[src/rtl/core/scp_pkg.sv]
// Shared types, constants and helpers for the command line parser.
// No dependencies; imported by every module of the block.
package scp_pkg;

    localparam int DEF_VERB_BYTES = 16;
    localparam int DEF_ARG_BYTES  = 256;

    localparam int VERB_KEEP = 4;

    localparam logic [7:0] CH_SP = 8'h20;
    localparam logic [7:0] CH_CR = 8'h0D;
    localparam logic [7:0] CH_LF = 8'h0A;

    localparam logic [VERB_KEEP-1:0][7:0] KW_DATA = {8'h41, 8'h54, 8'h41, 8'h44};
    localparam logic [VERB_KEEP-1:0][7:0] KW_RSET = {8'h54, 8'h45, 8'h53, 8'h52};
    localparam logic [VERB_KEEP-1:0][7:0] KW_NOOP = {8'h50, 8'h4F, 8'h4F, 8'h4E};

    typedef enum logic [4:0] {
        ST_VERB = 5'b00001,
        ST_ARG  = 5'b00010,
        ST_CR   = 5'b00100,
        ST_DONE = 5'b01000,
        ST_ERR  = 5'b10000
    } state_t;

    typedef enum logic [1:0] {
        KIND_NONE = 2'd0,
        KIND_DATA = 2'd1,
        KIND_RSET = 2'd2,
        KIND_NOOP = 2'd3
    } kind_t;

    localparam logic [2:0] CODE_VERB = 3'd0;
    localparam logic [2:0] CODE_ARG  = 3'd1;
    localparam logic [2:0] CODE_CR   = 3'd2;
    localparam logic [2:0] CODE_DONE = 3'd3;
    localparam logic [2:0] CODE_ERR  = 3'd4;

    typedef struct packed {
        logic [2:0] state_code;
        kind_t      verb_kind;
        logic       arg_byte_valid;
        logic [7:0] arg_byte;
        logic [3:0] verb_length;
        logic [7:0] arg_length;
        logic       finished;
        logic       failed;
    } result_t;

    function automatic logic [2:0] state_code_of(input state_t st);
        logic [2:0] code;
        unique case (st)
            ST_VERB: code = CODE_VERB;
            ST_ARG:  code = CODE_ARG;
            ST_CR:   code = CODE_CR;
            ST_DONE: code = CODE_DONE;
            ST_ERR:  code = CODE_ERR;
            default: code = CODE_ERR;
        endcase
        return code;
    endfunction

    function automatic logic [7:0] fold_upper(input logic [7:0] b);
        logic [7:0] r;
        if (b >= 8'h61 && b <= 8'h7A)
        begin
            r = b - 8'd32;
        end
        else
        begin
            r = b;
        end
        return r;
    endfunction

endpackage

[src/rtl/core/scp_verb_match.sv]
// Case-insensitive compare of the first verb bytes against DATA, RSET, NOOP.
// Depends on scp_pkg.
module scp_verb_match (
    input  logic [scp_pkg::VERB_KEEP-1:0][7:0] verb_bytes,
    output scp_pkg::kind_t                     kind
);
    import scp_pkg::*;

    logic [VERB_KEEP-1:0][7:0] folded;

    always_comb
    begin
        for (int i = 0; i < VERB_KEEP; i++)
        begin
            folded[i] = fold_upper(verb_bytes[i]);
        end
    end

    always_comb
    begin
        priority if (folded == KW_DATA)
        begin
            kind = KIND_DATA;
        end
        else if (folded == KW_RSET)
        begin
            kind = KIND_RSET;
        end
        else if (folded == KW_NOOP)
        begin
            kind = KIND_NOOP;
        end
        else
        begin
            kind = KIND_NONE;
        end
    end

endmodule

[src/rtl/core/scp_step.sv]
// Next-state and result logic for one byte of the command line.
// Depends on scp_pkg and scp_verb_match.
module scp_step #(
    parameter int VERB_BYTES = scp_pkg::DEF_VERB_BYTES,
    parameter int ARG_BYTES  = scp_pkg::DEF_ARG_BYTES,
    parameter int VW         = $clog2(VERB_BYTES),
    parameter int AW         = $clog2(ARG_BYTES)
) (
    input  logic [7:0]                          byte_in,
    input  logic                                restart,
    input  scp_pkg::state_t                     state_cur,
    input  logic [VW-1:0]                       verb_cnt,
    input  logic [AW-1:0]                       arg_cnt,
    input  logic [scp_pkg::VERB_KEEP-1:0][7:0]  verb_bytes,
    output scp_pkg::state_t                     state_nxt,
    output logic [VW-1:0]                       verb_cnt_nxt,
    output logic [AW-1:0]                       arg_cnt_nxt,
    output logic [scp_pkg::VERB_KEEP-1:0][7:0]  verb_bytes_nxt,
    output scp_pkg::result_t                    res
);
    import scp_pkg::*;

    localparam logic [VW-1:0] VERB_LAST = VW'(VERB_BYTES - 1);
    localparam logic [AW-1:0] ARG_LAST  = AW'(ARG_BYTES - 1);
    localparam logic [VW-1:0] KEEP_LIM  = VW'(VERB_KEEP);

    kind_t             match_kind;
    kind_t             kind;
    logic              avalid;
    logic [7:0]        abyte;
    logic [VW+3:0]     verb_len_ext;
    logic [AW+7:0]     arg_len_ext;

    scp_verb_match u_match (
        .verb_bytes (verb_bytes),
        .kind       (match_kind)
    );

    always_comb
    begin
        state_nxt      = state_cur;
        verb_cnt_nxt   = verb_cnt;
        arg_cnt_nxt    = arg_cnt;
        verb_bytes_nxt = verb_bytes;
        kind           = KIND_NONE;
        avalid         = 1'b0;
        abyte          = 8'h00;
        if (restart)
        begin
            state_nxt      = ST_VERB;
            verb_cnt_nxt   = '0;
            arg_cnt_nxt    = '0;
            verb_bytes_nxt = '0;
        end
        else
        begin
            unique case (state_cur)
                ST_VERB:
                begin
                    priority if (byte_in == CH_SP)
                    begin
                        state_nxt = ST_ARG;
                    end
                    else if (byte_in == CH_CR)
                    begin
                        if (match_kind != KIND_NONE)
                        begin
                            kind      = match_kind;
                            state_nxt = ST_CR;
                        end
                        else
                        begin
                            state_nxt = ST_ERR;
                        end
                    end
                    else if (verb_cnt < VERB_LAST)
                    begin
                        if (verb_cnt < KEEP_LIM)
                        begin
                            verb_bytes_nxt[verb_cnt[1:0]] = byte_in;
                        end
                        verb_cnt_nxt = verb_cnt + VW'(1);
                    end
                    else
                    begin
                        state_nxt = ST_ERR;
                    end
                end
                ST_ARG:
                begin
                    priority if (byte_in == CH_CR)
                    begin
                        state_nxt = ST_CR;
                    end
                    else if (arg_cnt < ARG_LAST)
                    begin
                        arg_cnt_nxt = arg_cnt + AW'(1);
                        avalid      = 1'b1;
                        abyte       = byte_in;
                    end
                    else
                    begin
                        state_nxt = ST_ERR;
                    end
                end
                ST_CR:
                begin
                    state_nxt = (byte_in == CH_LF) ? ST_DONE : ST_ERR;
                end
                ST_DONE, ST_ERR:
                begin
                    state_nxt = ST_ERR;
                end
                default:
                begin
                    state_nxt = ST_ERR;
                end
            endcase
        end
    end

    assign verb_len_ext = {4'b0, verb_cnt_nxt};
    assign arg_len_ext  = {8'b0, arg_cnt_nxt};

    always_comb
    begin
        res.state_code     = state_code_of(state_nxt);
        res.verb_kind      = kind;
        res.arg_byte_valid = avalid;
        res.arg_byte       = abyte;
        res.verb_length    = verb_len_ext[3:0];
        res.arg_length     = arg_len_ext[7:0];
        res.finished       = (state_nxt == ST_DONE) || (state_nxt == ST_ERR);
        res.failed         = (state_nxt == ST_ERR);
    end

endmodule

[src/rtl/core/smtp_command_line_parser.sv]
// Top level of the command line parser: input register, parser state, result register.
// Depends on scp_pkg and scp_step.
//
// Usage:
//   Input channel (in_valid/in_ready) carries one byte_in per transfer, with a
//   restart flag that clears the parser for a new line and ignores the byte.
//   Output channel (out_valid/out_ready) carries one result per input transfer:
//   state code, matched verb, stored argument byte, lengths, finished, failed.
//   A byte taken is held in the input register until the parser update moves its
//   result into the result register, from which the result transfer is made.
//   Throughput: one byte per cycle while out_ready stays high; the parser state
//   update is a single registered step, so bytes flow back to back.
//   Stall: while out_ready is low the result holds, the input register fills,
//   and in_ready drops once both stages hold a transfer. No result is lost.
//   Reset: rst_n clears both stages and puts the parser in the verb state with
//   zero counts and a cleared verb buffer.
module smtp_command_line_parser #(
    parameter int VERB_BYTES = scp_pkg::DEF_VERB_BYTES,
    parameter int ARG_BYTES  = scp_pkg::DEF_ARG_BYTES
) (
    input  logic       clk,
    input  logic       rst_n,
    input  logic       in_valid,
    output logic       in_ready,
    input  logic [7:0] byte_in,
    input  logic       restart,
    output logic       out_valid,
    input  logic       out_ready,
    output logic [2:0] state_code,
    output logic [1:0] verb_kind,
    output logic       arg_byte_valid,
    output logic [7:0] arg_byte,
    output logic [3:0] verb_length,
    output logic [7:0] arg_length,
    output logic       finished,
    output logic       failed
);
    import scp_pkg::*;

    localparam int VW = $clog2(VERB_BYTES);
    localparam int AW = $clog2(ARG_BYTES);

    logic                      in_valid_reg;
    logic [7:0]                in_byte_reg;
    logic                      in_restart_reg;
    state_t                    state_reg;
    state_t                    state_next;
    logic [VW-1:0]             verb_cnt_reg;
    logic [VW-1:0]             verb_cnt_next;
    logic [AW-1:0]             arg_cnt_reg;
    logic [AW-1:0]             arg_cnt_next;
    logic [VERB_KEEP-1:0][7:0] verb_bytes_reg;
    logic [VERB_KEEP-1:0][7:0] verb_bytes_next;
    logic                      out_valid_reg;
    result_t                   res_reg;
    result_t                   res_next;
    logic                      out_free;
    logic                      advance;

    assign out_free = !out_valid_reg || out_ready;
    assign advance  = in_valid_reg && out_free;
    assign in_ready = !in_valid_reg || out_free;

    scp_step #(
        .VERB_BYTES (VERB_BYTES),
        .ARG_BYTES  (ARG_BYTES),
        .VW         (VW),
        .AW         (AW)
    ) u_step (
        .byte_in        (in_byte_reg),
        .restart        (in_restart_reg),
        .state_cur      (state_reg),
        .verb_cnt       (verb_cnt_reg),
        .arg_cnt        (arg_cnt_reg),
        .verb_bytes     (verb_bytes_reg),
        .state_nxt      (state_next),
        .verb_cnt_nxt   (verb_cnt_next),
        .arg_cnt_nxt    (arg_cnt_next),
        .verb_bytes_nxt (verb_bytes_next),
        .res            (res_next)
    );

    // hold the input transfer until the parser stage takes it
    always_ff @(posedge clk or negedge rst_n)
    begin
        if (!rst_n)
        begin
            in_valid_reg <= 1'b0;
        end
        else if (in_ready)
        begin
            in_valid_reg <= in_valid;
        end
    end

    always_ff @(posedge clk)
    begin
        if (in_valid && in_ready)
        begin
            in_byte_reg    <= byte_in;
            in_restart_reg <= restart;
        end
    end

    // advance parser state once per byte moved into the result register
    always_ff @(posedge clk or negedge rst_n)
    begin
        if (!rst_n)
        begin
            state_reg      <= ST_VERB;
            verb_cnt_reg   <= '0;
            arg_cnt_reg    <= '0;
            verb_bytes_reg <= '0;
            out_valid_reg  <= 1'b0;
        end
        else
        begin
            if (out_free)
            begin
                out_valid_reg <= in_valid_reg;
            end
            if (advance)
            begin
                state_reg      <= state_next;
                verb_cnt_reg   <= verb_cnt_next;
                arg_cnt_reg    <= arg_cnt_next;
                verb_bytes_reg <= verb_bytes_next;
            end
        end
    end

    always_ff @(posedge clk)
    begin
        if (advance)
        begin
            res_reg <= res_next;
        end
    end

    assign out_valid      = out_valid_reg;
    assign state_code     = res_reg.state_code;
    assign verb_kind      = res_reg.verb_kind;
    assign arg_byte_valid = res_reg.arg_byte_valid;
    assign arg_byte       = res_reg.arg_byte;
    assign verb_length    = res_reg.verb_length;
    assign arg_length     = res_reg.arg_length;
    assign finished       = res_reg.finished;
    assign failed         = res_reg.failed;

`ifndef SYNTHESIS
    a_failed_finished : assert property (@(posedge clk) disable iff (!rst_n)
        (out_valid && failed) |-> finished)
        else $error("failed result without finished");

    a_arg_in_arg_state : assert property (@(posedge clk) disable iff (!rst_n)
        (out_valid && arg_byte_valid) |-> (state_code == CODE_ARG))
        else $error("argument byte outside argument state");

    a_kind_at_cr : assert property (@(posedge clk) disable iff (!rst_n)
        (out_valid && (verb_kind != KIND_NONE)) |-> (state_code == CODE_CR))
        else $error("verb kind reported outside verb CR");

    a_err_sticky : assert property (@(posedge clk) disable iff (!rst_n)
        (advance && (state_reg == ST_ERR) && !in_restart_reg) |=> (state_reg == ST_ERR))
        else $error("error state left without restart");
`endif

endmodule

[config.mk]
export PLATFORM = sky130hd
export DESIGN_NAME = smtp_command_line_parser
export DESIGN_NICKNAME = d
export VERILOG_FILES = /design/src/rtl/core/scp_pkg.sv /design/src/rtl/core/scp_verb_match.sv /design/src/rtl/core/scp_step.sv /design/src/rtl/core/smtp_command_line_parser.sv
export SDC_FILE = /design/constraint.sdc
export NUM_CORES = 1
export LEC_CHECK = 0
export BUFFER_PORTS_ARGS = -buffer_cell sky130_fd_sc_hd__buf_4
export CAP_MARGIN = 10
export CORE_MARGIN = 8
export CORE_UTILIZATION = 33
export CTS_CLUSTER_DIAMETER = 60
export DETAILED_ROUTE_END_ITERATION = 8
export GPL_TIMING_DRIVEN = 0
export SLEW_MARGIN = 20
export SYNTH_ARGS = -nofsm -noshare
export SYNTH_HDL_FRONTEND = slang
export SYNTH_SLANG_ARGS = --single-unit
export TNS_END_PERCENT = 10
[constraint.sdc]
create_clock -name clk -period 3.3 [get_ports clk]
set_clock_uncertainty 0.05 [all_clocks]
set_input_delay 0.495 -clock clk [delete_from_list [all_inputs] [get_ports clk]]
set_output_delay 0.495 -clock clk [all_outputs]
set_load 0.01 [all_outputs]
# --- Word-level counts from Yosys, hierarchy flattened ---
# Index checks and enable logic that the tools add are counted.
totals:
  latchBits: 0
  n_memories: 0
  wordCells: 115
  ram_bits: 0
  romBits: 0
  in_bits: 13
  output_inout_bits: 30
  ff_bits: 88
classes:
  mul: 0
  n_shift: 0
  mux: 36
  n_reduce_logical: 20
  n_div: 0
  n_addsub: 6
  bitwise: 5
  eq_ne: 16
  magnitude_cmp: 13
ops:
  columns: ["operator", "count"]
  rows:
  - ["$mux W32", 6]
  - ["$eq A32 B31 Y1 const B", 3]
  - ["$mux W8", 9]
  - ["$mux W5", 8]
  - ["$bwmux W32", 1]
  - ["$ge A8 B7 Y1 const B", 4]
  - ["$le A8 B7 Y1 const B", 4]
  - ["$sub A8 B6 Y8 const B", 4]
  - ["$mux W4", 5]
  - ["$demux W8 S2", 1]
  - ["$eq A8 B4 Y1 const B", 2]
  - ["$pmux W5 S3", 1]
  - ["$pmux W3 S4", 1]
  - ["$eq A5 B1 Y1 const B", 2]
  - ["$eq A5 B2 Y1 const B", 2]
  - ["$eq A5 B3 Y1 const B", 2]
  - ["$add A8 B1 Y8 const B", 1]
  - ["$eq A8 B6 Y1 const B", 1]
  - ["$lt A8 B8 Y1 const B", 1]
  - ["$reduce_bool A2 Y1", 4]
  - ["$logic_and A1 B1 Y1", 7]
  - ["$mux W2", 3]
  - ["$reduce_and A6 Y1", 1]
  - ["$eq A5 B4 Y1 const B", 1]
  - ["other kinds (14)", 22]

# --- Longest topological paths before layout ---
logic_depth:
  word_depth: 15
  mapped_depth: 8
  mapped_depth_nobuf: 8

# --- Hierarchy ---
# A second synthesis with hierarchy kept.
hier_totals:
  hier_cells: 471
  hier_area_um2: 5246.3
by_module_without_submodules:
  columns: ["mod", "area_each_um2", "instances", "cells_per_inst", "seq_area_each_um2"]
  rows:
  - ["smtp_command_line_parser", 3235.6, 1, 149, 2388.5]
  - ["scp_step", 1624.1, 1, 263, 0.0]
  - ["scp_verb_match", 386.6, 1, 59, 0.0]

# --- Worst setup path before layout ---
# Ideal clock, no wire load.
synth_timing:
  path_type: "input to register"
  start: "input out_ready"
  end: "register res_reg, in the netlist arg_byte[0] (enable)"
  n_path_buf: 2
  path_stages: 5
  t_arrival_ns: 2.101
  t_required_ns: 2.847
  path_slack_ns: 0.746
  setup_ns: 0.403
  path_cell_list: "nand2b_1 -> nand2_1 -> buf_1 -> inv_1 -> clkbuf_1"
synth_via:
  elab_chain_cells: 2
synth_rtl:
  columns: ["element", "line_no", "rtl"]
  rows:
  - ["start: declaration", "smtp_command_line_parser.sv:28", "input logic out_ready,"]
  - ["$logic_or A1 B1 Y1", "smtp_command_line_parser.sv:60", "assign out_free = !out_valid_reg || out_ready;"]
  - ["$logic_and A1 B1 Y1", "smtp_command_line_parser.sv:61", "assign advance = in_valid_reg && out_free;"]
  - ["via advance", "smtp_command_line_parser.sv:58", "logic advance;"]
  - ["end signal: assignment", "smtp_command_line_parser.sv:136", "res_reg <= res_next;"]
  - ["end: declaration", "smtp_command_line_parser.sv:55", "result_t res_reg;"]
# The timed path passes the listed nets, and every way through them passes these cells.
# A chain may end at the register's enable or synchronous reset.

# --- Worst setup path after layout ---
layout_timing:
  start: "register in_restart_reg"
  end: "register res_reg, in the netlist verb_kind[0] (data pin)"
layout_via:
  elab_chain_cells: 1
layout_rtl:
  columns: ["element", "line_no", "rtl"]
  rows:
  - ["start: declaration", "smtp_command_line_parser.sv:45", "logic in_restart_reg;"]
  - ["start signal: assignment", "smtp_command_line_parser.sv:101", "in_restart_reg <= restart;"]
  - ["$reduce_or A5 Y1 (no line)", null, null]
# No other way between the ends.

==> run metrics <==
status=finished, final reports clean; Fmax=0.391 GHz; Reg clk slew, reported paths=0.06 ns; maximum fanout along the worst path=10; metal1 wirelength=5010 um; Setup violations, final=0; Net Switching=0.00121 W; multiplexer share of the synthesized area=2.01%; Worst Tran Pin Value=0.700 ns; PostCTS Resize Cnt=0; Die Ht=133 um; largest net degree at the start of global routing=52; Total GRT Usage=13.0%; leading cell type in the layout, fill and taps excluded=dfrtp_1; Mapped Nets=443; routed wl met2=5500 um; CP dominant cell by count=clkbuf_1; minimum clock period=2.56 ns; CP Capture Type=register; diodes inserted=0; top sig layer=met4; Synth area leaders=dfrtp_1, edfxtp_1, nand2_1, a221o_1, a22oi_1; largest stage delay on the critical path=0.55 ns; port bufs=42; met3 wire length=916 um; initial antenna violation count=0; largest family of logic cells by synthesized area=simple AND/OR/NAND/NOR gates; Vias per Instance=5.37; via count=3542; Initial DRC Count=340; top cell type by total area after synthesis=dfrtp_1; wire length per cell=17.5 um; slowest CP cell=clkbuf_1; area grow syn2layout=19.8%; dominant synthesized flop cell=dfrtp_1; Hold-fix buffers, CTS=0; Clock Root Buffer=clkbuf_16; I/O pins=43; Synth top area share=27.5%; row cnt=43; Post-CTS Setup Bufs=0; post-DP HPWL=8320 um; P_leak=2.11 nW; final WL=11600 um; Max Cap Violations=0; Die Width=133 um; RePlAce Congestion=0.883; Clock Latency Late Sink=0.35 ns; RSZ-0062 raised after global routing=false; Final period util=77.5%; Max VDD drop=276 uV; Top Family by Delay on Critical Path=buffers and inverters; Setup CP Type=reg2reg; H-tree lvl count=3; fin nets=497; Post-synth ARST share=58.0%; Bufs on Longest Clock Path=2; Final Max Tran Viols=0; Largest register FFs=32; register area share after synthesis=52.4%; vias in the first global route=3359; CTS tree=yes; required time of the critical path=3.30 ns; mapped cell area=4550 um2; switching share of power=32.1%; EDFF count, synth=37; Detail Route Antenna Nets=0; xor and xnor area share after synthesis=1.54%; setup tns final=0 ns; number of synthesized register bits=88; critical path arrival=2.56 ns; Synthesis Warnings=0; Placeable Area=13700 um2; Initial Utilization=33.3%; Post-route DRC=0; first-pass GRT wire length=18300 um; Slew HR=53.3%; simple-gate portion of the synthesized area=23.3%; clk sinks=88; Cell Chain, Critical Path=clkbuf_1 -> clkbuf_1 -> clkbuf_1 -> nor3b_1; Distinct cells, synth=62; WP buf/inv=3; Clock Power Share=30.4%; utilization after layout=39.9%; Final Hold Fails=0; Syn Area/Cell=10.8 um2; startpoint types=register; commonest cells after routing, fill and taps aside=dfrtp_1, buf_4, nand2_1, edfxtp_1, nor2_1; Hold Path Class=in2async; Synth Area in Adders=2.47%; Comb power frac=24.9%; layout cells sized above 1=17.5%; DRT Pass-1 Iters=5; CTS buffer count=9; hold slack=0.146 ns; Die ar.=17800 um2; Int Pwr=0.00255 W; complex-gate fraction of the synthesized area=14.1%; Post-Syn Instances=421; global route overflow=0; pwr dens=688 nW/um2; fraction of power consumed by sequential logic=44.7%
## synth_stat cells, types with 9 or more instances
cell / instances
dfrtp_1: 50
nor3b_1: 14
o21ai_0: 12
a22oi_1: 16
nor2_1: 31
nor3_1: 11
inv_1: 16
ha_1: 9
a221o_1: 12
and2_1: 15
nand2_1: 37
nand3_1: 11
o21ai_1: 15
edfxtp_1: 37
clkbuf_1: 14
## cell type report
type,count,area [um2]
fillers,1333,8210
flip-flops and latches,88,2390
multi-input cells,294,1980
repair buffers,43,343
clock buffers,12,258
well taps,180,225
plain buffers,23,129
clock inverters,4,76.3
inverters,16,60.1
## kinds of logic (layout without fill, tap and decap cells)
group | Yosys count | in the layout
and+or+nand+nor | 175 | 175
buffers and inverters | 39 | 98
AOI/OAI and AO/OA | 93 | 93
DFF | 88 | 88
adders and majority gates | 9 | 9
muxes | 9 | 9
xor gates and xnor gates | 8 | 8
## worst reg2reg max path, cell delays in order, from the launching register on
cell and delay (ns):
edfxtp_1 0.45, clkbuf_1 0.53, clkbuf_1 0.50, clkbuf_1 0.55, nor3b_1 0.19
## power by group through the flow
stage | clock network (W) | logic [W] | registers (W)
final | 0.00114 | 0.000935 | 0.00168
after global routing | 0.00121 | 0.00104 | 0.00172
after CTS | 0.00116 | 0.000944 | 0.00167
after detailed placement | 0 | 0.000936 | 0.00169
after global placement | 0 | 0.000903 | 0.00168
after floorplan | 0 | 0.000683 | 0.00161
## path summary, 6_finish.rpt
path | startpoint | to | slack, ns | cells after the start
hold / removal | rst_n | arg_cnt_reg[0]$_DFFE_PN0P_ | 0.15 | 1
setup reg to reg | in_restart_reg$_DFFE_PP_ | verb_kind[0]$_SDFFCE_PP0P_ | 0.74 | 4
setup / recovery | in_restart_reg$_DFFE_PP_ | verb_kind[0]$_SDFFCE_PP0P_ | 0.74 | 4
min in group clk | byte_in[6] | in_byte_reg[6]$_DFFE_PP_ | 0.27 | 1
max in group asynchronous | rst_n | verb_bytes_reg[21]$_DFFE_PN0P_ | 2.58 | 1
hold reg to reg | in_valid_reg$_DFFE_PN0N_ | out_valid$_DFFE_PN0P_ | 0.45 | 1
## metrics by stage
| stage | power (W) | cell area, um2 | instances | setup WS (ns) |
|---|---|---|---|---|
| after detailed placement | 0.00263 | 5120 | 644 | 0.643 |
| after global placement | 0.00258 | 5090 | 643 | -0.165 |
| after global routing | 0.00397 | 5460 | 660 | 0.546 |
| after CTS | 0.00377 | 5460 | 660 | 0.746 |
| final | 0.00376 | 5460 | 660 | 0.743 |
| after floorplan | 0.00230 | 4550 | 421 | 0.746 |
## layer usage
metal / vias to the layer above / GRT usage (%)
met5: - / 0
met1: 1735 / 16.7
met4: 0 / 4.43
li1: 1683 / -
met2: 113 / 20.6
met3: 11 / 3.73
Note: power is estimated with default switching activity, not from simulation.
